--- config.mk ---
export PLATFORM = sky130hd
export DESIGN_NAME = mms_mul_unit
export DESIGN_NICKNAME = d
export VERILOG_FILES = /design/src/hdl/mms_mul_unit.sv
export SDC_FILE = /design/constraint.sdc
export NUM_CORES = 2
export LEC_CHECK = 0
export ABC_AREA = 1
export BUFFER_PORTS_ARGS = -buffer_cell sky130_fd_sc_hd__buf_2
export CAP_MARGIN = 15
export CORE_MARGIN = 3
export CORE_UTILIZATION = 60
export DETAILED_ROUTE_END_ITERATION = 12
export PLACE_DENSITY = 0.81
export SETUP_SLACK_MARGIN = 0.02
export SYNTH_ARGS = -nofsm -noshare
export SYNTH_HDL_FRONTEND = slang
export SYNTH_SLANG_ARGS = --single-unit
--- constraint.sdc ---
create_clock -name clk -period 6.6 [get_ports clk]
set_clock_uncertainty 0.15 [all_clocks]
set_input_delay 0.66 -clock clk [delete_from_list [all_inputs] [get_ports clk]]
set_output_delay 0.66 -clock clk [all_outputs]
set_load 0.03 [all_outputs]
--- src/hdl/mms_mul_unit.sv ---
`default_nettype none
// ----------------------------------------------------------------------------
// mms_mul_unit - shared 32x32 multiplier
// Registered product; the sequencer feeds it one partial product per cycle.
// ----------------------------------------------------------------------------
module mms_mul_unit (
    input  wire logic        clk,
    input  wire logic [31:0] a,
    input  wire logic [31:0] b,
    output logic      [63:0] prod
);

    logic [63:0] prod_reg;

    always_ff @(posedge clk)
    begin
        prod_reg <= 64'(a) * 64'(b);
    end

    assign prod = prod_reg;

endmodule
`default_nettype wire

## After elaboration in Yosys (flattened, before gate mapping)

Index checks and enable logic that the tools add are counted.

| storage, ports and cells | value |
|---|---|
| output and inout bits | 64 |
| flip-flop bits (word level) | 64 |
| word-level logic and storage cells | 2 |
| input port bits | 65 |

| operators by class | value |
|---|---|
| $mul | 1 |

Operators with widths:

| operator | count |
|---|---|
| 32-bit by 32-bit multiplier with 64-bit output | 1 |

## Logic depth before layout (Yosys ltp)

| depth | value |
|---|---|
| depth after elaboration | 1 |
| gate-level depth with buffers | 30 |

## Least setup slack after synthesis

Ideal clock, no wire load.

| timing path | value |
|---|---|
| kind | input to register |
| start point | input a[25] |
| end point | register prod_reg[60] (netlist: prod[60]) |
| stages on the path | 26 |
| path slack | -24 ps |
| arrival time | 6362 ps |
| data required time | 6338 ps |
| cells stage by stage | clkbuf_1 nand2_1 fa_1 inv_1 fa_1 inv_1 fa_1 inv_1 fa_1 fa_1 fa_1 fa_1 inv_1 fa_1 inv_1 ha_1 nand2_1 nand2_1 a21oi_1 nand2_1 nand2_1 nand2_1 a21oi_1 nand2_1 nand2_1 nand2_1 |

| on the way | value |
|---|---|
| word-level cells in the longest chain between the ends | 1 |

RTL lines:

| what | line | source |
|---|---|---|
| start, declared | 8 | `input wire logic [31:0] a,` |
| 32-bit by 32-bit multiplier with 64-bit output | 17 | `prod_reg <= 64'(a) * 64'(b);` |
| end signal, assigned | 17 |  |
| end, declared | 13 | `logic [63:0] prod_reg;` |

No other way between the ends.

## Worst setup path in the final report

| timing path | value |
|---|---|
| start point | input a[16] |
| end point | register prod_reg[25] (netlist: prod[25]) |

Same word-level chain as after synthesis.

==> impl_metrics.yaml <==
cells_and_area:
  antennaDiodeCount: 0
  nets: 6593
  drive_gt1_share_pct: 19.7
  syn2layout_area_growth_pct: 20.7
  final_cell_mix: "inv_1, nand2_1, fa_1, buf_4, ha_1"
  final_area_um2: 45100
  fin_cells: 6202
  mostFrequentLayoutCell: "inv_1"
  largest_reg_flops: 64
place:
  post-place-ws_ns: -0.689
  place_congestion: 0.986
  place_area_um2: 41400
  dp_hpwl_um: 90700
  dp.cells: 6138
  io_buffers: 128
global_route:
  grt_use_total_pct: 32.8
  grt_pass1_wl_um: 172000
  grt_pass1_vias: 34300
  grt_max_degree: 23
  grt_overflow: 0
  antenna_found_initial: 1
status:
  status: "complete, but fails checks"
  violations: "negative setup slack"
timing:
  period_needed_ns: 6.88
  fin_crit_sh_pct: 104
  fin_ws_ns: -0.281
  finalMaxSlewViolations: 0
  tightest_slew_ns: 0.439
  hold_violations: 0
  relSlewSlack_pct: 70.8
  fmax_mhz: 145
  tns_ns: -1.61
  setup_viol: 27
  rsz0062_at_grt: "yes"
logic_synthesis:
  synth_cell_types: 23
  synth_nets: 6247
  synth-seq-area-share_pct: 3.43
  synth.avg_cell_area_um2: 7.45
  synth-seq-cells: 64
  yosysWarningCount: 0
  synth.cell_area_um2: 37400
  netlist_instances: 5023
floorplan:
  die_h_um: 256
  io-pin-count: 129
  core_region_area_um2: 61000
  die_x_um: 256
  initial_core_util_pct: 61.3
  num_rows: 90
  die_area_um2: 65400
route:
  routed_wirelength_um: 117000
  viasPerCell: 5.38
  wl_per_cell_um: 18.8
  vias: 33300
  firstDrtPassIters: 11
  drc: 0
  ant_nets: 0
  drtIter0Drc: 3371
setup_path:
  end_kind: "register"
  cp_slowest_cell: "fa_1"
  worst-path-max-fanout: 8
  crit_path_frequent_cell: "fa_1"
  crit_type: "in -> reg"
  arrival_ns: 6.96
  cpPeakStageDelay_ns: 0.58
  required_ns: 6.68
  cp-start-kind: "input pin"
worst_hold_path:
  hold_path_class: "in -> reg"
clock_tree:
  cts-root-buf: "clkbuf_16"
  cts-hold-fix-buffers: 0
  cts_htree_levels: 3
  cts_buffers: 9
  cts_tree: "yes"
  cts_sinks: 64
  cts_max_path_buffers: 2
  cts.clk_slew.worst_paths_ns: 0.06
job:
  drv_cap: 0
==> kinds of logic after synthesis <==
kind of cell	synth area share, %
buf+inv	19.3
xor+xnor	0.820
fa+ha+maj	56.8
flops	3.43
simple gates	18.8
compound gates	0.853
==> per-stage QoR <==
stage | hold WS [ns] | util (%)
final | 0.854 | 74.0
after global routing | 0.894 | 74.0
after CTS | 0.839 | 69.7
after detailed placement | 0.945 | 67.8
after global placement | 0.946 | 67.8
after floorplan | 0.608 | -
==> final timing paths <==
path,from,to,slack (ns),depth (start not counted)
max,a[16],prod[25],-0.28,25
min,b[0],prod[0],0.85,4
==> what timing repair did <==
item | 4_1_cts | 5_1_grt
gates resized for setup | 185 | 617
pin swaps | 40 | 276
setup endpoints to repair | 46 | 48
setup buffers | 2 | 39
cloned | 0 | 8
==> routing by layer <==
layer	vias to the layer above	routed length, um	track usage, %
li1	14300	-	-
met5	-	14	0
met2	2112	57900	57.5
met4	2	8460	13.9
met1	16200	38700	40.9
met3	679	11700	4.69
==> synth_stat cells (all sizes together) <==
master     n  area share, %
a21oi     43           0.58
clkbuf   192            1.9
dfxtp     64            3.4
fa       896             48
ha       263            8.8
inv     1735             17
nand2   1581             16
nand3     65           0.99
nand4     16           0.27
nor2     101            1.2
nor3      18           0.35
o21ai      2          0.027
o21bai    12           0.25
xnor2      2          0.047
xor2      33           0.77
==> final cells by class <==
cell class | count | area (um2)
inverters | 1735 | 6520
repair buffers | 527 | 4900
clock inverters | 5 | 128
well taps | 828 | 1040
clock buffers | 11 | 243
flip-flops and latches | 64 | 1280
fillers | 4036 | 15900
multi-input cells | 3032 | 31000
==> critical path, delay by kind of cell <==
kind                       cells  cell delay [ns]
xor gates and xnor gates       1             0.29
adders and majority gates      9             4.52
buffers and inverters          8             0.64
and+or+nand+nor                7             0.81
Power is left out: the tool's default activity adds up to more than one toggle a clock period on the data nets, which glitch-free logic cannot reach.
